==> config.mk <==
export PLATFORM = sky130hd
export DESIGN_NAME = lhist_fifo
export DESIGN_NICKNAME = d
export VERILOG_FILES = /design/src/sv/line_length_histogram_defines.svh /design/src/sv/lhist_pkg.sv /design/src/sv/lhist_fifo.sv
export SDC_FILE = /design/constraint.sdc
export NUM_CORES = 1
export LEC_CHECK = 0
export BUFFER_PORTS_ARGS = -buffer_cell sky130_fd_sc_hd__buf_4
export CORE_ASPECT_RATIO = 0.9
export CORE_MARGIN = 3
export CORE_UTILIZATION = 53
export DETAILED_ROUTE_END_ITERATION = 16
export GPL_TIMING_DRIVEN = 1
export HOLD_SLACK_MARGIN = 0.1
export PLACE_DENSITY = 0.74
export SYNTH_ARGS = -nofsm -noshare
export SYNTH_HDL_FRONTEND = slang
export SYNTH_SLANG_ARGS = --single-unit
==> constraint.sdc <==
create_clock -name clk -period 3.1 [get_ports clk]
set_input_delay 0.155 -clock clk [delete_from_list [all_inputs] [get_ports clk]]
set_output_delay 0.155 -clock clk [all_outputs]
set_load 0.05 [all_outputs]
==> src/sv/line_length_histogram_defines.svh <==
// ---------------------------------------------------------------------------
// Line length histogram assertion macros
// Shared concurrent assertion forms; empty when NO_ASSERTIONS is set.
// ---------------------------------------------------------------------------
`ifndef LINE_LENGTH_HISTOGRAM_DEFINES_SVH
`define LINE_LENGTH_HISTOGRAM_DEFINES_SVH

`ifndef NO_ASSERTIONS
`define LH_ASSERT_IMP(lbl, ante, cons, msg) \
    lbl: assert property (@(posedge clk) disable iff (!rst_n) (ante) |-> (cons)) \
        else $error(msg);
`define LH_ASSERT_NXT(lbl, ante, cons, msg) \
    lbl: assert property (@(posedge clk) disable iff (!rst_n) (ante) |=> (cons)) \
        else $error(msg);
`else
`define LH_ASSERT_IMP(lbl, ante, cons, msg)
`define LH_ASSERT_NXT(lbl, ante, cons, msg)
`endif

`endif

==> src/sv/lhist_pkg.sv <==
// ---------------------------------------------------------------------------
// Line length histogram package
// Shared constants, command codes and the command word type.
// ---------------------------------------------------------------------------
package lhist_pkg;

    localparam int NUM_BINS_DEF    = 1024;
    localparam int COUNT_BITS_DEF  = 32;
    localparam int QUEUE_DEPTH_DEF = 4;

    localparam int BYTE_W  = 8;
    localparam int INDEX_W = 10;
    localparam int OUT_W   = 32;

    localparam logic [BYTE_W-1:0] NEWLINE_CODE = 8'd10;

    typedef enum logic [1:0] {
        OP_FEED,
        OP_NEWLINE,
        OP_READ
    } op_t;

    typedef struct packed {
        op_t                op;
        logic               in_range;
        logic [INDEX_W-1:0] ended_length;
        logic [OUT_W-1:0]   total;
    } cmd_t;

endpackage

==> src/sv/lhist_fifo.sv <==
// ---------------------------------------------------------------------------
// Line length histogram command queue
// Small first-in first-out buffer between the front end and the bin stage.
// ---------------------------------------------------------------------------
module lhist_fifo #(
    parameter int DATA_W = 8,
    parameter int DEPTH  = lhist_pkg::QUEUE_DEPTH_DEF
) (
    input  logic              clk,
    input  logic              rst_n,
    input  logic              push,
    input  logic [DATA_W-1:0] push_data,
    input  logic              pop,
    output logic [DATA_W-1:0] head_data,
    output logic              empty,
    output logic              full
);
    import lhist_pkg::*;

    localparam int PTR_W = (DEPTH > 1) ? $clog2(DEPTH) : 1;
    localparam int CNT_W = $clog2(DEPTH + 1);

    logic [DATA_W-1:0] slot_reg [DEPTH];
    logic [PTR_W-1:0]  wr_ptr_reg, rd_ptr_reg;
    logic [CNT_W-1:0]  count_reg;
    logic              do_push, do_pop;

    assign empty     = (count_reg == '0);
    assign full      = (count_reg == CNT_W'(DEPTH));
    assign do_push   = push && !full;
    assign do_pop    = pop && !empty;
    assign head_data = slot_reg[rd_ptr_reg];

    always_ff @(posedge clk or negedge rst_n)
    begin
        if (!rst_n)
        begin
            wr_ptr_reg <= '0;
            rd_ptr_reg <= '0;
            count_reg  <= '0;
        end
        else
        begin
            if (do_push)
            begin
                wr_ptr_reg <= (wr_ptr_reg == PTR_W'(DEPTH - 1)) ? '0 : wr_ptr_reg + 1'b1;
            end
            if (do_pop)
            begin
                rd_ptr_reg <= (rd_ptr_reg == PTR_W'(DEPTH - 1)) ? '0 : rd_ptr_reg + 1'b1;
            end
            if (do_push && !do_pop)
            begin
                count_reg <= count_reg + 1'b1;
            end
            else if (do_pop && !do_push)
            begin
                count_reg <= count_reg - 1'b1;
            end
        end
    end

    always_ff @(posedge clk)
    begin
        if (do_push)
        begin
            slot_reg[wr_ptr_reg] <= push_data;
        end
    end

endmodule

==> impl_metrics.prom <==
# TYPE chip_impl_metric gauge
chip_impl_metric{name="period_share",unit=""} 0.667
chip_impl_metric{name="worst_slew_pin_slew",unit="ns"} 0.816
chip_impl_metric{name="cts_sinks",unit=""} 39
chip_impl_metric{name="htree_num_levels",unit=""} 2
chip_impl_metric{name="power_per_cell_area",unit="nW/um2"} 992
chip_impl_metric{name="area_growth_syn_to_layout",unit="%"} 21.0
chip_impl_metric{name="drt_first_pass_iters",unit=""} 2
chip_impl_metric{name="nFillCells",unit=""} 203
chip_impl_info{name="worst_setup_path_start_kind",value="flop"} 1
chip_impl_metric{name="largest_net_degree_at_the_start_of_global_routing",unit=""} 12
chip_impl_metric{name="vdd_ir_drop_max",unit="uV"} 455
chip_impl_metric{name="detail_route.iter0.violations",unit=""} 44
chip_impl_metric{name="wl_per_cell",unit="um"} 16.6
chip_impl_metric{name="rows",unit=""} 18
chip_impl_metric{name="routed-via-count",unit=""} 802
chip_impl_metric{name="synth-edff-count",unit=""} 32
chip_impl_metric{name="cts_repair_resize_count",unit=""} 0
chip_impl_metric{name="die-area",unit="um2"} 3750
chip_impl_metric{name="antenna-diode-count",unit=""} 0
chip_impl_metric{name="timing.clock.skew",unit="ns"} 0.00721
chip_impl_info{name="rsz_0062_raised_after_global_routing",value="false"} 1
chip_impl_metric{name="post_synth_instance_area",unit="um2"} 1620
chip_impl_metric{name="clock_insertion_delay_worst_skew",unit="ns"} 0.34
chip_impl_info{name="synthDominantAreaCellType",value="sky130_fd_sc_hd__edfxtp_1"} 1
chip_impl_metric{name="clk_path_buf_depth",unit=""} 2
chip_impl_metric{name="finalWorstSetupSlack",unit="ns"} 1.03
chip_impl_metric{name="floorplan.die.height",unit="um"} 58.4
chip_impl_metric{name="leakagePower",unit="nW"} 0.749
chip_impl_metric{name="area_of_combinational_cells_with_multiple_inputs",unit="um2"} 462
chip_impl_info{name="cts.root.buffer_cell",value="sky130_fd_sc_hd__clkbuf_4"} 1
chip_impl_metric{name="timing.reg2reg.setup_slack",unit="ns"} 1.03
chip_impl_metric{name="cts_buffers",unit=""} 5
chip_impl_metric{name="yosysTopAreaCellShare",unit=""} 0.594
chip_impl_metric{name="post-route-drc-count",unit=""} 0
chip_impl_info{name="hold_path_class",value="in -> async"} 1
chip_impl_metric{name="largest_register_ffs",unit=""} 32
chip_impl_metric{name="finalSetupViolations",unit=""} 0
chip_impl_info{name="worstReg2RegStart",value="count_reg[1]$_DFFE_PN0P_"} 1
chip_impl_metric{name="syn_nets",unit=""} 98
chip_impl_info{name="result_of_the_run",value="completed"} 1
chip_impl_metric{name="slew_headroom",unit=""} 0.454
chip_impl_metric{name="synth-seq-cells",unit=""} 39
chip_impl_metric{name="nNetsFinal",unit=""} 133
chip_impl_metric{name="core_area",unit="um2"} 2840
chip_impl_info{name="worstSetupPathType",value="reg -> reg"} 1
chip_impl_metric{name="syn_inst",unit=""} 79
chip_impl_metric{name="path_max_fanout",unit=""} 4
chip_impl_info{name="synth.top_cells.by_count",value="sky130_fd_sc_hd__edfxtp_1 (32), sky130_fd_sc_hd__mux4_2 (8), sky130_fd_sc_hd__dfrtp_1 (7), sky130_fd_sc_hd__ha_1 (6)"} 1
chip_impl_metric{name="part_of_the_yosys_area_used_for_sequential_elements",unit=""} 0.702
chip_impl_metric{name="effective_utilization_at_floorplan",unit=""} 0.570
chip_impl_metric{name="syn_avg_cell_area",unit="um2"} 20.5
chip_impl_metric{name="boundaryPins",unit=""} 22
chip_impl_metric{name="maxSlewViolCount",unit=""} 0
chip_impl_info{name="netlist_top_cells_area",value="sky130_fd_sc_hd__edfxtp_1 (59%), sky130_fd_sc_hd__mux4_2 (11%), sky130_fd_sc_hd__dfrtp_1 (11%), sky130_fd_sc_hd__ha_1 (4.6%), sky130_fd_sc_hd__mux2_4 (3.7%)"} 1
chip_impl_metric{name="antenna_violating_nets_left",unit=""} 0
chip_impl_metric{name="dp_worst_setup_slack",unit="ns"} 1.04
chip_impl_metric{name="finished_layout_cells",unit=""} 155
chip_impl_metric{name="synth.lib_cells_used.distinct",unit=""} 19
chip_impl_metric{name="gpl.final_weighted_congestion",unit=""} 0.655
chip_impl_metric{name="final.setup.tns",unit="ns"} 0
chip_impl_info{name="worstSetupEndpointType",value="flop"} 1
chip_impl_info{name="tritoncts",value="done"} 1
chip_impl_metric{name="worst_ep_required_time",unit="ns"} 3.37
chip_impl_metric{name="path_clk_slew",unit="ns"} 0.11
chip_impl_metric{name="layout_min_cycle_time",unit="ns"} 2.07
chip_impl_metric{name="final_layout_size_suffix_gt1_frac",unit=""} 0.374
chip_impl_metric{name="synth-async-reset-ratio",unit=""} 0.179
chip_impl_metric{name="detail_route.vias_per_cell",unit=""} 5.17
chip_impl_metric{name="synth.yosys.warnings",unit=""} 0
chip_impl_metric{name="placed_cells_incl_taps",unit=""} 138
chip_impl_metric{name="grt_overflow_total",unit=""} 0
chip_impl_metric{name="area.sequential",unit="um2"} 1140
chip_impl_info{name="regToRegEndpoint",value="count_reg[2]$_DFFE_PN0P_"} 1
chip_impl_metric{name="total_count_of_hold_check_failures_in_the_final_report",unit=""} 0
chip_impl_info{name="postSynth.topFlopCell",value="sky130_fd_sc_hd__edfxtp_1"} 1
chip_impl_metric{name="first_global_vias",unit=""} 881
chip_impl_metric{name="die_w",unit="um"} 64.2
chip_impl_metric{name="io_buffer_count",unit=""} 21
chip_impl_metric{name="grt_antenna_before_repair",unit=""} 0
chip_impl_metric{name="fmaxAchievable",unit="GHz"} 0.483
chip_impl_metric{name="maxCapViolations",unit=""} 0
chip_impl_metric{name="critPathArrivalTime",unit="ns"} 2.34
chip_impl_metric{name="grt_util_all_layers",unit=""} 0.157
chip_impl_metric{name="grt_first_pass_wirelength",unit="um"} 4220
chip_impl_metric{name="finalWirelength",unit="um"} 2580
chip_impl_metric{name="timing.reg2reg.worst_path_depth",unit=""} 8
chip_impl_metric{name="totalPowerFinal",unit="mW"} 1.94
chip_impl_metric{name="finish.utilization",unit=""} 0.690
chip_impl_metric{name="detailed_place_hpwl",unit="um"} 1770
chip_impl_info{name="post-synth-top-count-cell",value="sky130_fd_sc_hd__edfxtp_1"} 1
worst max-delay path by stage:
| stage | startpoint | end | cells after the start |
|---|---|---|---|
| 5_1_grt | count_reg[0]$_DFFE_PN0P_ | count_reg[2]$_DFFE_PN0P_ | 8 |
| 3_3_place_gp | count_reg[0]$_DFFE_PN0P_ | count_reg[2]$_DFFE_PN0P_ | 8 |
| 6_report | count_reg[1]$_DFFE_PN0P_ | count_reg[2]$_DFFE_PN0P_ | 8 |
| 4_1_cts | rd_ptr_reg[0]$_DFFE_PN0P_ | head_data[1] | 2 |
| 2_1_floorplan | count_reg[0]$_DFFE_PN0P_ | count_reg[2]$_DFFE_PN0P_ | 8 |
| 3_5_place_dp | count_reg[0]$_DFFE_PN0P_ | count_reg[2]$_DFFE_PN0P_ | 8 |
repair_timing:
| action | 4_1_cts | 5_1_grt |
|---|---|---|
| hold buffers | 9 | 0 |
| setup buffers | 0 | 0 |
| endpoints found under the hold margin | 39 | 0 |
cell type report:
cell class                      count  share of cell area
Multi-Input combinational cell     35               0.236
Timing Repair Buffer               30               0.127
Clock buffer                        7              0.0230
Tap cell                           40              0.0256
Clock inverter                      1             0.00256
Sequential cell                    39               0.581
Inverter                            3             0.00575
cell usage in the layout (no fill, tap or decap), types with 2 or more instances in the layout:
cell type,netlist,layout
sky130_fd_sc_hd__and2_1,3,3
sky130_fd_sc_hd__buf_4,0,21
sky130_fd_sc_hd__dfrtp_1,7,7
sky130_fd_sc_hd__mux4_2,8,8
sky130_fd_sc_hd__clkbuf_4,0,5
sky130_fd_sc_hd__clkbuf_1,1,2
sky130_fd_sc_hd__mux2_4,4,4
sky130_fd_sc_hd__nor2_1,4,4
sky130_fd_sc_hd__edfxtp_1,32,32
sky130_fd_sc_hd__dlygate4sd3_1,0,9
sky130_fd_sc_hd__xor2_1,2,2
sky130_fd_sc_hd__ha_1,6,6
sky130_fd_sc_hd__inv_1,3,3
power by group:
part / internal [mW] / leakage, nW / switching (mW)
clock: 0.0884 / 0.0293 / 0.152
sequential: 0.709 / 0.375 / 0.129
combinational: 0.374 / 0.344 / 0.489
logic make-up (layout without fill, tap and decap cells):
family / count (synthesis) / count (layout) / synth area share
AND/OR/NAND/NOR: 12 / 12 / 0.0549
XOR/XNOR: 3 / 3 / 0.0162
flip-flops: 39 / 39 / 0.702
multiplexers: 13 / 13 / 0.155
adder cells (fa/ha/maj): 7 / 7 / 0.0588
buffers and inverters: 5 / 41 / 0.0124
worst max-delay path: stages, from the launching register on:
cell	delay, ns
sky130_fd_sc_hd__dfrtp_1	0.46
sky130_fd_sc_hd__nor3_1	0.31
sky130_fd_sc_hd__nand2b_4	0.22
sky130_fd_sc_hd__ha_1	0.18
sky130_fd_sc_hd__inv_1	0.06
sky130_fd_sc_hd__fa_1	0.38
sky130_fd_sc_hd__xor2_1	0.15
sky130_fd_sc_hd__nor2_1	0.11
sky130_fd_sc_hd__xor2_1	0.14
metrics by stage:
step,cell area (um2),hold WS [ns]
floorplan,1620,-0.141
global placement,1820,-0.0270
detailed placement,1820,-0.0236
CTS,1960,0.141
global route,1960,0.145
finish,1960,0.159
layer usage:
layer / wire [um] / global-route usage / vias to the layer above
li1: - / - / 371
met5: 0 / 0 / -
met2: 1340 / 0.267 / 18
met4: 32 / 0.0633 / 0
met3: 96 / 0.0477 / 4
met1: 1110 / 0.191 / 409
Power figures use the tool's default switching activity.
