===== src/sv/line_length_histogram_defines.svh =====
// ---------------------------------------------------------------------------
// Line length histogram assertion macros
// Shared concurrent assertion forms; empty when NO_ASSERTIONS is set.
// ---------------------------------------------------------------------------
`ifndef LINE_LENGTH_HISTOGRAM_DEFINES_SVH
`define LINE_LENGTH_HISTOGRAM_DEFINES_SVH

`ifndef NO_ASSERTIONS
`define LH_ASSERT_IMP(lbl, ante, cons, msg) \
    lbl: assert property (@(posedge clk) disable iff (!rst_n) (ante) |-> (cons)) \
        else $error(msg);
`define LH_ASSERT_NXT(lbl, ante, cons, msg) \
    lbl: assert property (@(posedge clk) disable iff (!rst_n) (ante) |=> (cons)) \
        else $error(msg);
`else
`define LH_ASSERT_IMP(lbl, ante, cons, msg)
`define LH_ASSERT_NXT(lbl, ante, cons, msg)
`endif

`endif


===== src/sv/lhist_pkg.sv =====
// ---------------------------------------------------------------------------
// Line length histogram package
// Shared constants, command codes and the command word type.
// ---------------------------------------------------------------------------
package lhist_pkg;

    localparam int NUM_BINS_DEF    = 1024;
    localparam int COUNT_BITS_DEF  = 32;
    localparam int QUEUE_DEPTH_DEF = 4;

    localparam int BYTE_W  = 8;
    localparam int INDEX_W = 10;
    localparam int OUT_W   = 32;

    localparam logic [BYTE_W-1:0] NEWLINE_CODE = 8'd10;

    typedef enum logic [1:0] {
        OP_FEED,
        OP_NEWLINE,
        OP_READ
    } op_t;

    typedef struct packed {
        op_t                op;
        logic               in_range;
        logic [INDEX_W-1:0] ended_length;
        logic [OUT_W-1:0]   total;
    } cmd_t;

endpackage


===== src/sv/lhist_front.sv =====
// ---------------------------------------------------------------------------
// Line length histogram front end
// Accepts words, tracks the running line length and line total, and
// classifies each word into a command for the bin update stage.
// ---------------------------------------------------------------------------
module lhist_front #(
    parameter int NUM_BINS   = lhist_pkg::NUM_BINS_DEF,
    parameter int COUNT_BITS = lhist_pkg::COUNT_BITS_DEF,
    parameter int BIN_W      = $clog2(NUM_BINS)
) (
    input  logic                         clk,
    input  logic                         rst_n,
    input  logic                         in_valid,
    output logic                         in_stall,
    input  logic                         mode,
    input  logic [lhist_pkg::BYTE_W-1:0]  text_byte,
    input  logic [lhist_pkg::INDEX_W-1:0] bin_index,
    input  logic                         queue_full,
    input  logic                         clearing,
    output logic                         push,
    output lhist_pkg::cmd_t              push_cmd,
    output logic [BIN_W-1:0]             push_bin
);
    import lhist_pkg::*;

    localparam int LEN_W = $clog2(NUM_BINS + 1);
    localparam int CMP_W = (BIN_W + 1 > INDEX_W + 1) ? BIN_W + 1 : INDEX_W + 1;
    localparam int CW    = (COUNT_BITS > OUT_W) ? COUNT_BITS : OUT_W;

    logic [LEN_W-1:0]      len_reg, len_next;
    logic [COUNT_BITS-1:0] total_reg, total_next;
    logic                  is_nl;
    logic [BIN_W-1:0]      line_bin;
    logic [CMP_W-1:0]      bin_wide;
    logic [CMP_W-1:0]      idx_wide;
    logic [CW-1:0]         total_wide;

    assign in_stall = queue_full || clearing;
    assign push     = in_valid && !in_stall;
    assign is_nl    = (mode == 1'b0) && (text_byte == NEWLINE_CODE);

    always_comb
    begin
        line_bin = (len_reg == LEN_W'(NUM_BINS)) ? BIN_W'(NUM_BINS - 1)
                                                 : len_reg[BIN_W-1:0];
        bin_wide = CMP_W'(line_bin);
        idx_wide = CMP_W'(bin_index);

        total_next = total_reg;
        len_next   = len_reg;
        if (mode == 1'b0)
        begin
            if (is_nl)
            begin
                total_next = total_reg + 1'b1;
                len_next   = '0;
            end
            else if (len_reg != LEN_W'(NUM_BINS))
            begin
                len_next = len_reg + 1'b1;
            end
        end
        total_wide = CW'(total_next);

        push_cmd.total        = total_wide[OUT_W-1:0];
        push_cmd.in_range     = 1'b0;
        push_cmd.ended_length = '0;
        push_bin              = '0;
        if (mode == 1'b1)
        begin
            push_cmd.op       = OP_READ;
            push_cmd.in_range = (idx_wide < CMP_W'(NUM_BINS));
            push_bin          = idx_wide[BIN_W-1:0];
        end
        else if (is_nl)
        begin
            push_cmd.op           = OP_NEWLINE;
            push_cmd.ended_length = bin_wide[INDEX_W-1:0];
            push_bin              = line_bin;
        end
        else
        begin
            push_cmd.op = OP_FEED;
        end
    end

    always_ff @(posedge clk or negedge rst_n)
    begin
        if (!rst_n)
        begin
            len_reg   <= '0;
            total_reg <= '0;
        end
        else if (push)
        begin
            len_reg   <= len_next;
            total_reg <= total_next;
        end
    end

endmodule


===== config.mk =====
export PLATFORM = sky130hd
export DESIGN_NAME = lhist_front
export DESIGN_NICKNAME = d
export VERILOG_FILES = /design/src/sv/line_length_histogram_defines.svh /design/src/sv/lhist_pkg.sv /design/src/sv/lhist_front.sv
export SDC_FILE = /design/constraint.sdc
export NUM_CORES = 1
export LEC_CHECK = 0
export ABC_AREA = 1
export BUFFER_PORTS_ARGS = -buffer_cell sky130_fd_sc_hd__buf_4
export CORE_MARGIN = 4
export CORE_UTILIZATION = 46
export CTS_CLUSTER_DIAMETER = 200
export DETAILED_ROUTE_END_ITERATION = 6
export GPL_ROUTABILITY_DRIVEN = 0
export GPL_TIMING_DRIVEN = 0
export PLACE_DENSITY = 0.73
export SLEW_MARGIN = 20
export SYNTH_ARGS = -nofsm -noshare
export SYNTH_HDL_FRONTEND = slang
export SYNTH_SLANG_ARGS = --single-unit

===== constraint.sdc =====
create_clock -name clk -period 1.7 [get_ports clk]
set_input_delay 0.34 -clock clk [delete_from_list [all_inputs] [get_ports clk]]
set_output_delay 0.34 -clock clk [all_outputs]
set_load 0.05 [all_outputs]

==> results.json, run 1 <==
{
  "fin_crit_sh_pct": 138,
  "fin_area_um2": 5880,
  "p_seq_share_pct": 34.6,
  "dp.cells": 673,
  "cts_tree": "done",
  "grt_pass1_vias": 3668,
  "maxCapViolCount": 0,
  "drtAntennaViolNets": 0,
  "core.rowCount": 30,
  "ys_seq_area_share_pct": 32.2,
  "synth_area_per_cell_um2": 6.71,
  "worstReg2RegEnd": "total_reg[27]$_DFFE_PN0N_",
  "internal-power_mw": 2.38,
  "placed_area_um2": 4460,
  "slew_viol_final": 0,
  "clock-skew-final_ps": 15.0,
  "route.vias.total": 4000,
  "vias_per_cell": 5.35,
  "io_pins": 81,
  "cp-start-kind": "register",
  "cts_max_level": 2,
  "hold_buffers": 0,
  "yosysWarnings": 0,
  "ys_ff_latch": 43,
  "dieArea_um2": 8680,
  "grt_max_degree": 44,
  "drt-initial-drc-count": 242,
  "dieWidth_um": 93.2,
  "start_util_pct": 48.3,
  "wire_per_inst_um": 16.2,
  "timing.critical_path.buf_inv": 2,
  "synth_area_um2": 3340,
  "largest_reg_flops": 32,
  "endpoint_kind": "primary output",
  "critPathSlowestCell": "dfrtp_1",
  "ys.flop_type": "dfrtp_1",
  "synth_fp_nets": 524,
  "violations": "negative setup slack",
  "path_common_cell": "nand2_1",
  "p_sw_share_pct": 42.2,
  "cts_made_buffers": 5,
  "antenna_found_initial": 0,
  "status": "finished, violations left",
  "path_clk_slew_ps": 100,
  "final_cell_mix": "nand2_1, buf_4, buf_8",
  "globalRouteOverflowTotal": 0,
  "grt_setup_unrepaired": "yes",
  "layout_setup_ws_ps": -654,
  "irDropWorstVdd_mv": 0.398,
  "rrSetupSlack_ps": -450,
  "nNetsFinal": 677,
  "async_flop_share_pct": 100,
  "leakage_nw": 2.83,
  "switchingPower_mw": 1.74,
  "min_period_ps": 2350,
  "r2r_cells": 17,
  "cp_top_family": "simple AND/OR/NAND/NOR gates",
  "worst-setup-path-type": "register to primary output",
  "required_ps": 1360,
  "cp_cell_sequence": "ha_2 -> nand2_2 -> nor2_4 -> nand3_4 -> nor2_8 -> clkbuf_16 -> nand2_1 -> nand2_1 -> and2_4 -> buf_8",
  "setup_viol": 57,
  "synth_edf_count": 0,
  "hold_class": "input port to asynchronous set/reset pin",
  "pwr-share-comb_pct": 48.0,
  "syn_inst": 497,
  "clkPwrFrac_pct": 17.4,
  "area_delta_synth_final_pct": 76.1,
  "core_area_um2": 6910,
  "grt_pass1_wl_mm": 18.0,
  "hpwl_mm": 6.92,
  "clockRootBuffer": "clkbuf_8",
  "diodes": 0,
  "relSlewSlack_pct": 56.2,
  "grt.total_usage_pct": 25.9,
  "drc": 0,
  "finalHoldViolCount": 0,
  "r2r_start": "total_reg[1]$_DFFE_PN0N_",
  "layout-drive-gt1-share_pct": 50.1,
  "arrival_ps": 2010,
  "portBuffers": 80,
  "worstMarginPinSlew_ps": 656,
  "cts_buffer_depth": 2,
  "crit_path_max_fanout": 5,
  "p_per_area_nw_per_um2": 702,
  "synth_cell_types": 33,
  "clk_latency_ps": 310,
  "clock-sinks": 43,
  "max_freq_mhz": 425,
  "critPathMaxStageDelay_ps": 390,
  "final_common_cell": "nand2_1",
  "die_h_um": 93.2,
  "wirelength_mm": 12.1,
  "fin_cells": 747,
  "dr.pass1.iters": 5
}
-- worst max-delay path by stage --
stage                                   from           end  slack (ps)  cells after the start
global route        total_reg[1]$_DFFE_PN0N_  push_cmd[20]        -710                     10
finish              total_reg[1]$_DFFE_PN0N_  push_cmd[20]        -650                     10
global placement                  queue_full          push        -450                      7
CTS                 total_reg[1]$_DFFE_PN0N_  push_cmd[30]        -600                     10
floorplan                       text_byte[1]   push_cmd[6]        -130                      6
detailed placement                queue_full          push        -510                      7
-- Yosys cell counts, types with 3 or more instances --
master	number	area [µm²]
inv_1	66	248
xnor2_1	3	26.3
clkbuf_1	4	15.0
buf_2	5	25.0
dfrtp_1	43	1080
ha_1	3	37.5
buf_6	4	45.0
nand4_2	3	37.5
o21ai_0	32	160
nand3_1	48	240
nand4_1	10	62.6
and2_1	14	87.6
nand2_1	170	638
nand2_2	5	31.3
nor2_1	34	128
o21ai_1	3	15.0
xor2_1	13	114
nor2_2	5	31.3
nor3_1	5	25.0
nor2_4	7	78.8
buf_4	4	30.0
-- logic make-up (layout without fill, tap and decap cells) --
group	Yosys count	count (layout)	synth area share, %
and+or+nand+nor	309	309	43.8
xor gates and xnor gates	18	18	5.17
DFF	43	43	32.2
adders and majority gates	3	3	1.12
AOI/OAI and AO/OA	37	37	6.00
buffers and inverters	87	241	11.7
-- power groups by stage --
stage	clock (mW)	sequential, mW	combinational (mW)
final	0.718	1.42	1.98
after global routing	0.774	1.45	2.11
after CTS	0.713	1.41	1.74
after detailed placement	0	1.43	1.36
after global placement	0	1.42	1.32
after floorplan	0	1.37	1.01
-- metal layers --
layer	vias to the layer above	wire length (µm)	GRT usage, %
li1	1857	-	-
met1	1936	4780	34.3
met2	178	6270	44.0
met3	29	792	4.02
met4	0	255	7.08
met5	-	0	0
-- timing repair --
| action | in CTS | in global routing |
|---|---|---|
| resized for setup | 154 | 49 |
| pin swaps | 26 | 33 |
| setup endpoints to repair | 54 | 76 |
| buffers inserted | 37 | 25 |
| cloned | 4 | 0 |
-- area by class of cell --
class,count,area (µm²)
fillers,381,1030
multi-input cells,367,2540
flip-flops and latches,43,1090
clock buffers,7,86.3
well taps,96,120
inverters,69,304
clock inverters,1,5.00
repair buffers,146,1540
plain buffers,18,196
-- stage by stage --
stage / hold slack, ps / utilization [%] / total power [mW] / setup WS [ps] / setup TNS, ps
floorplan: 44.4 / - / 2.39 / -128 / -1660
global placement: 381 / 64.6 / 2.74 / -449 / -15860
detailed placement: 381 / 64.6 / 2.78 / -506 / -18390
CTS: 48.0 / 80.1 / 3.86 / -597 / -20640
global route: 49.7 / 85.1 / 4.33 / -711 / -27590
finish: 7.81 / 85.1 / 4.12 / -654 / -23380
No activity file was read; power rests on OpenSTA's default activity.
==> run 2: changes to the inputs <==
--- a/config.mk
+++ b/config.mk
@@ -6,14 +6,14 @@
 export NUM_CORES = 1
 export LEC_CHECK = 0
 export ABC_AREA = 1
-export BUFFER_PORTS_ARGS = -buffer_cell sky130_fd_sc_hd__buf_4
+export CORE_ASPECT_RATIO = 0.75
 export CORE_MARGIN = 4
 export CORE_UTILIZATION = 46
 export CTS_CLUSTER_DIAMETER = 200
 export DETAILED_ROUTE_END_ITERATION = 6
+export DONT_BUFFER_PORTS = 1
 export GPL_ROUTABILITY_DRIVEN = 0
 export GPL_TIMING_DRIVEN = 0
-export PLACE_DENSITY = 0.73
 export SLEW_MARGIN = 20
 export SYNTH_ARGS = -nofsm -noshare
 export SYNTH_HDL_FRONTEND = slang
==> run 2 against run 1 <==
Against the previous run:
- first-iteration DRC count fell by 1.7%
- the flow still finishes with violations (negative setup slack)
- maximum frequency grew 5.6%
- routed wire length is 7.4% lower
- hold slack better by 340 ps
- clock-buffer cell count unchanged
- die area up 0.16%
- design area is 12% lower
- cell count decreased by 11%
- largest power group unchanged
- core utilization shrank 10 points
- worst setup slack improved by 130 ps
==> results.json, run 2 (synthesis gave the netlist of run 1 again) <==
{
  "status": "finished, violations left",
  "violations": "negative setup slack",
  "clock-skew-final_ps": 6.58,
  "rrSetupSlack_ps": -60,
  "switchingPower_mw": 1.65,
  "pwr-share-comb_pct": 43.8,
  "clk_latency_ps": 300,
  "final_common_cell": "nand2_1",
  "p_total_mw": 3.71,
  "tns_ps": -18430,
  "endpoint_kind": "primary output",
  "slew_viol_final": 0,
  "hold_class": "input port to register",
  "hpwl_mm": 6.87,
  "path_clk_slew_ps": 90,
  "clock-sinks": 43,
  "core.rowCount": 26,
  "utilization_pct": 74.9,
  "p_per_area_nw_per_um2": 715,
  "cp_cell_sequence": "buf_6 -> nand3_1 -> nor2_4 -> nand2_2 -> nor2_4 -> nand3_2 -> nand2_2 -> and2_4",
  "globalRouteOverflowTotal": 0,
  "p_seq_share_pct": 38.1,
  "dieArea_um2": 8690,
  "max_freq_mhz": 449,
  "layout_setup_ws_ps": -529,
  "start_util_pct": 48.2,
  "vias_per_cell": 5.24,
  "diodes": 0,
  "core_area_um2": 6930,
  "area_delta_synth_final_pct": 55.5,
  "grt_pass1_vias": 3203,
  "portBuffers": 0,
  "drtAntennaViolNets": 0,
  "clkPwrFrac_pct": 18.1,
  "worstMarginPinSlew_ps": 603,
  "drc": 0,
  "grt_pass1_wl_mm": 16.8,
  "critPathMaxStageDelay_ps": 350,
  "route.vias.total": 3468,
  "die_h_um": 81.8,
  "fin_crit_sh_pct": 131,
  "finalHoldViolCount": 0,
  "cts_buffer_depth": 2,
  "wirelength_mm": 11.2,
  "grt_max_degree": 44,
  "grt.total_usage_pct": 24.7,
  "leakage_nw": 2.39,
  "layout-drive-gt1-share_pct": 47.5,
  "worst-setup-path-type": "register to primary output",
  "drt-initial-drc-count": 238,
  "setup_viol": 56,
  "antenna_found_initial": 0,
  "dr.pass1.iters": 5,
  "dieWidth_um": 106,
  "maxCapViolCount": 0,
  "crit_path_max_fanout": 7,
  "cp-start-kind": "register",
  "internal-power_mw": 2.06,
  "nNetsFinal": 590,
  "grt_setup_unrepaired": "yes",
  "cts_max_level": 2,
  "wire_per_inst_um": 16.9,
  "p_sw_share_pct": 44.4,
  "irDropWorstVdd_mv": 0.408,
  "largest_reg_flops": 32,
  "min_period_ps": 2230,
  "nFillCells": 543,
  "cts_tree": "done",
  "io_pins": 81,
  "required_ps": 1360,
  "final_cell_mix": "nand2_1, inv_1, buf_4",
  "clockRootBuffer": "clkbuf_8",
  "arrival_ps": 1890,
  "cts_made_buffers": 5,
  "critPathSlowestCell": "dfrtp_1",
  "relSlewSlack_pct": 59.8
}
[run 2: cell count changes in the layout (fill, tap and decap cells not counted), moves of 7 or more]
cell,delta
nor2_2,-7
clkinv_4,+10
inv_4,-9
buf_6,-8
nand2_1,-20
buf_8,-42
buf_4,-39
nand2_4,+11
[run 2: layout make-up]
class                           count  area [µm²]  area share [%]
Multi-Input combinational cell    367        2810            54.1
Sequential cell                    43        1100            21.1
Timing Repair Buffer               59         566            10.9
Inverter                           69         332            6.39
Buffer                             18         184            3.55
Tap cell                           98         123            2.36
Clock buffer                        7        76.3            1.47
Clock inverter                      1        5.00          0.0965
[run 2: metal layers]
metal,track usage [%],up-vias,part of all wire (%)
li1,-,1682,-
met1,35.2,1659,45
met2,38.5,117,46
met3,6.13,10,7.5
met4,4.40,0,0.83
met5,0,-,0
[run 2: final timing paths]
path / from / to / cells past startpoint
setup reg to reg: total_reg[1]$_DFFE_PN0N_ / total_reg[9]$_DFFE_PN0N_ / 9
setup / recovery: total_reg[11]$_DFFE_PN0N_ / push_cmd[28] / 8
hold / removal: in_valid / total_reg[19]$_DFFE_PN0N_ / 3
hold reg to reg: total_reg[31]$_DFFE_PN0N_ / total_reg[31]$_DFFE_PN0N_ / 2
min in group asynchronous: rst_n / len_reg[7]$_DFFE_PN0P_ / 2
max in group asynchronous: rst_n / total_reg[3]$_DFFE_PN0N_ / 2
[run 2: power by group through the flow]
stage | clock network [mW] | logic, mW | registers [mW]
after floorplan | 0 | 1.01 | 1.37
after global placement | 0 | 1.10 | 1.43
after detailed placement | 0 | 1.12 | 1.44
after CTS | 0.684 | 1.40 | 1.40
after global routing | 0.719 | 1.74 | 1.43
final | 0.673 | 1.62 | 1.41
[run 2: timing repair]
item                                    in CTS  in global routing
endpoints found under the hold margin       43                  0
hold buffers                                 2                  0
setup buffers                               35                 25
endpoints found under the setup margin      65                 82
pin swaps                                   42                 51
gates cloned                                 4                  0
gates resized for setup                     73                108
[run 2: critical path: cells and delay by family (launching register included)]
kind | cells | cell delay [ps]
flops | 1 | 350
simple gates | 7 | 1090
buf+inv | 1 | 150
[run 2: stage by stage]
stage                     worst slack (ps)  area [µm²]  instances  hold WS, ps
after floorplan                       -128        3740        497         44.4
after global placement                -338        3860        595         46.1
after global routing                  -627        5190        662          358
after detailed placement              -339        3860        595         46.1
final                                 -529        5190        662          347
after CTS                             -567        4650        644          350
==> run 3: changes to the inputs <==
--- a/config.mk
+++ b/config.mk
@@ -14,6 +14,7 @@
 export DONT_BUFFER_PORTS = 1
 export GPL_ROUTABILITY_DRIVEN = 0
 export GPL_TIMING_DRIVEN = 0
+export MAX_ROUTING_LAYER = met4
 export SLEW_MARGIN = 20
 export SYNTH_ARGS = -nofsm -noshare
 export SYNTH_HDL_FRONTEND = slang
==> constraint.sdc (replaced) <==
create_clock -name clk -period 2.9 [get_ports clk]
set_input_delay 0.58 -clock clk [delete_from_list [all_inputs] [get_ports clk]]
set_output_delay 0.58 -clock clk [all_outputs]
set_load 0.05 [all_outputs]
==> run 3 against run 2 <==
Against the previous run:
- the flow now finishes without violations
- worst setup slack improved by 680 ps
- clock power decreased by 43%
- clock-buffer cell count unchanged
- routed wire length decreased by 23%
- die area unchanged
- combinational power decreased by 62%
- global-route usage decreased by 3.1 points
- non-clock buffer count decreased by 56
- critical path type unchanged
- largest cell class unchanged
- cell count decreased by 8.5%
- core utilization decreased by 22 points
- design area decreased by 30%
==> results.json, run 3 (synthesis gave the netlist of run 1 again) <==
{
  "status": "finished clean",
  "drc": 0,
  "final_cell_mix": "nand2_1, inv_1, nand3_1",
  "grt_pass1_vias": 2888,
  "grt_pass1_wl_mm": 14.4,
  "final_common_cell": "nand2_1",
  "min_period_ps": 2750,
  "worstMarginPinSlew_ps": 1090,
  "clkPwrFrac_pct": 21.0,
  "cts_max_level": 2,
  "drt-initial-drc-count": 176,
  "p_seq_share_pct": 44.9,
  "cts_tree": "done",
  "area_delta_synth_final_pct": 8.89,
  "setup_viol": 0,
  "slew_viol_final": 0,
  "pwr-share-comb_pct": 34.1,
  "fin_area_um2": 3630,
  "diodes": 0,
  "clock-sinks": 43,
  "switchingPower_mw": 0.807,
  "dieArea_um2": 8690,
  "required_ps": 2320,
  "cts_buffer_depth": 2,
  "portBuffers": 0,
  "tns_ps": 0,
  "antenna_found_initial": 0,
  "clk_latency_ps": 300,
  "layout-drive-gt1-share_pct": 15.4,
  "die_h_um": 81.8,
  "p_total_mw": 1.83,
  "timing.critical_path.buf_inv": 1,
  "hpwl_mm": 6.51,
  "utilization_pct": 52.4,
  "layout_setup_ws_ps": 154,
  "clock-skew-final_ps": 5.06,
  "cp_top_family": "simple AND/OR/NAND/NOR gates",
  "vias_per_cell": 5.08,
  "io_pins": 81,
  "finalHoldViolCount": 0,
  "hold_class": "input port to asynchronous set/reset pin",
  "cp-start-kind": "register",
  "p_per_area_nw_per_um2": 502,
  "placed_area_um2": 3470,
  "grt.total_usage_pct": 21.5,
  "cp_cell_sequence": "ha_1 -> nand2_2 -> nor2_4 -> nand3_4 -> nor2_8 -> buf_8 -> nand2_1 -> nand2_1 -> and2_1",
  "internal-power_mw": 1.02,
  "dr.pass1.iters": 5,
  "route.vias.total": 3077,
  "core_area_um2": 6930,
  "start_util_pct": 48.2,
  "dieWidth_um": 106,
  "drtAntennaViolNets": 0,
  "arrival_ps": 2170,
  "fin_crit_sh_pct": 94.7,
  "grt_max_degree": 44,
  "critPathMaxStageDelay_ps": 440,
  "wire_per_inst_um": 14.3,
  "cts_made_buffers": 5,
  "leakage_nw": 1.85,
  "path_clk_slew_ps": 80,
  "max_freq_mhz": 364,
  "path_common_cell": "nand2_1",
  "largest_reg_flops": 32,
  "p_sw_share_pct": 44.2,
  "wirelength_mm": 8.64,
  "core.rowCount": 26,
  "grt_setup_unrepaired": "no",
  "crit_path_max_fanout": 10,
  "globalRouteOverflowTotal": 0,
  "nNetsFinal": 534,
  "maxCapViolCount": 0,
  "critPathSlowestCell": "and2_1",
  "relSlewSlack_pct": 27.0,
  "dp_slack_ps": 41.8,
  "worst-setup-path-type": "register to primary output",
  "clockRootBuffer": "clkbuf_8",
  "irDropWorstVdd_mv": 0.290,
  "endpoint_kind": "primary output"
}
## run 3: routing by layer
layer  global-route usage, %  routed length [µm]  part of all wire (%)  up-vias
li1                        -                   -                     -     1561
met1                    30.7                4320                    50     1411
met2                    33.0                3720                    43      100
met3                    3.38                 547                   6.3        5
met4                    3.49                  52                  0.60        0
met5                       -                   0                     0        -
## run 3: power by group through the flow
stage / clock (mW) / combinational (mW) / sequential, mW
floorplan: 0 / 0.533 / 0.793
global placement: 0 / 0.583 / 0.825
detailed placement: 0 / 0.601 / 0.827
CTS: 0.403 / 0.623 / 0.817
global route: 0.421 / 0.696 / 0.838
finish: 0.383 / 0.623 / 0.819
## run 3: final cells by class
cell class	instances	area [µm²]
well taps	98	123
plain buffers	18	134
fillers	697	3300
repair buffers	3	38.8
multi-input cells	367	1920
clock buffers	7	76.3
clock inverters	1	5.00
inverters	69	259
flip-flops and latches	43	1080
## run 3: worst register-to-register path, stage by stage (launching register included)
cell     delay (ps)
dfrtp_1         400
ha_1            200
nand2_2          70
nor2_4          140
nand3_4         120
inv_1            70
nand2_1         170
o21ai_0         220
nand2_1         380
nand2_1         160
nand2_1          60
## run 3: final timing paths
path / slack, ps / startpoint / endpoint / cells after the start
worst max-delay path: 150 / total_reg[0]$_DFFE_PN0N_ / push_cmd[20] / 9
worst min-delay path: 110 / rst_n / len_reg[3]$_DFFE_PN0P_ / 1
worst max register to register: 800 / total_reg[0]$_DFFE_PN0N_ / total_reg[12]$_DFFE_PN0N_ / 10
worst min register to register: 520 / total_reg[31]$_DFFE_PN0N_ / total_reg[31]$_DFFE_PN0N_ / 2
max in group asynchronous: 2570 / rst_n / total_reg[8]$_DFFE_PN0N_ / 1
min in group clk: 520 / total_reg[31]$_DFFE_PN0N_ / total_reg[31]$_DFFE_PN0N_ / 2
## run 3: metrics by stage
| step | hold slack [ps] | instances |
|---|---|---|
| 2_1_floorplan | 284 | 497 |
| 4_1_cts | 121 | 606 |
| 3_3_place_gp | 286 | 595 |
| 3_5_place_dp | 286 | 597 |
| 6_report | 112 | 606 |
| 5_1_grt | 123 | 606 |
## run 3: timing repair
item                                    in CTS  in global routing
endpoints found under the setup margin       1                 24
hold endpoints to repair                    43                  0
hold buffers                                 1                  0
buffers inserted                             0                  0
resized for setup                            1                 25
gates cloned                                 0                  0
pin swaps                                    0                  0
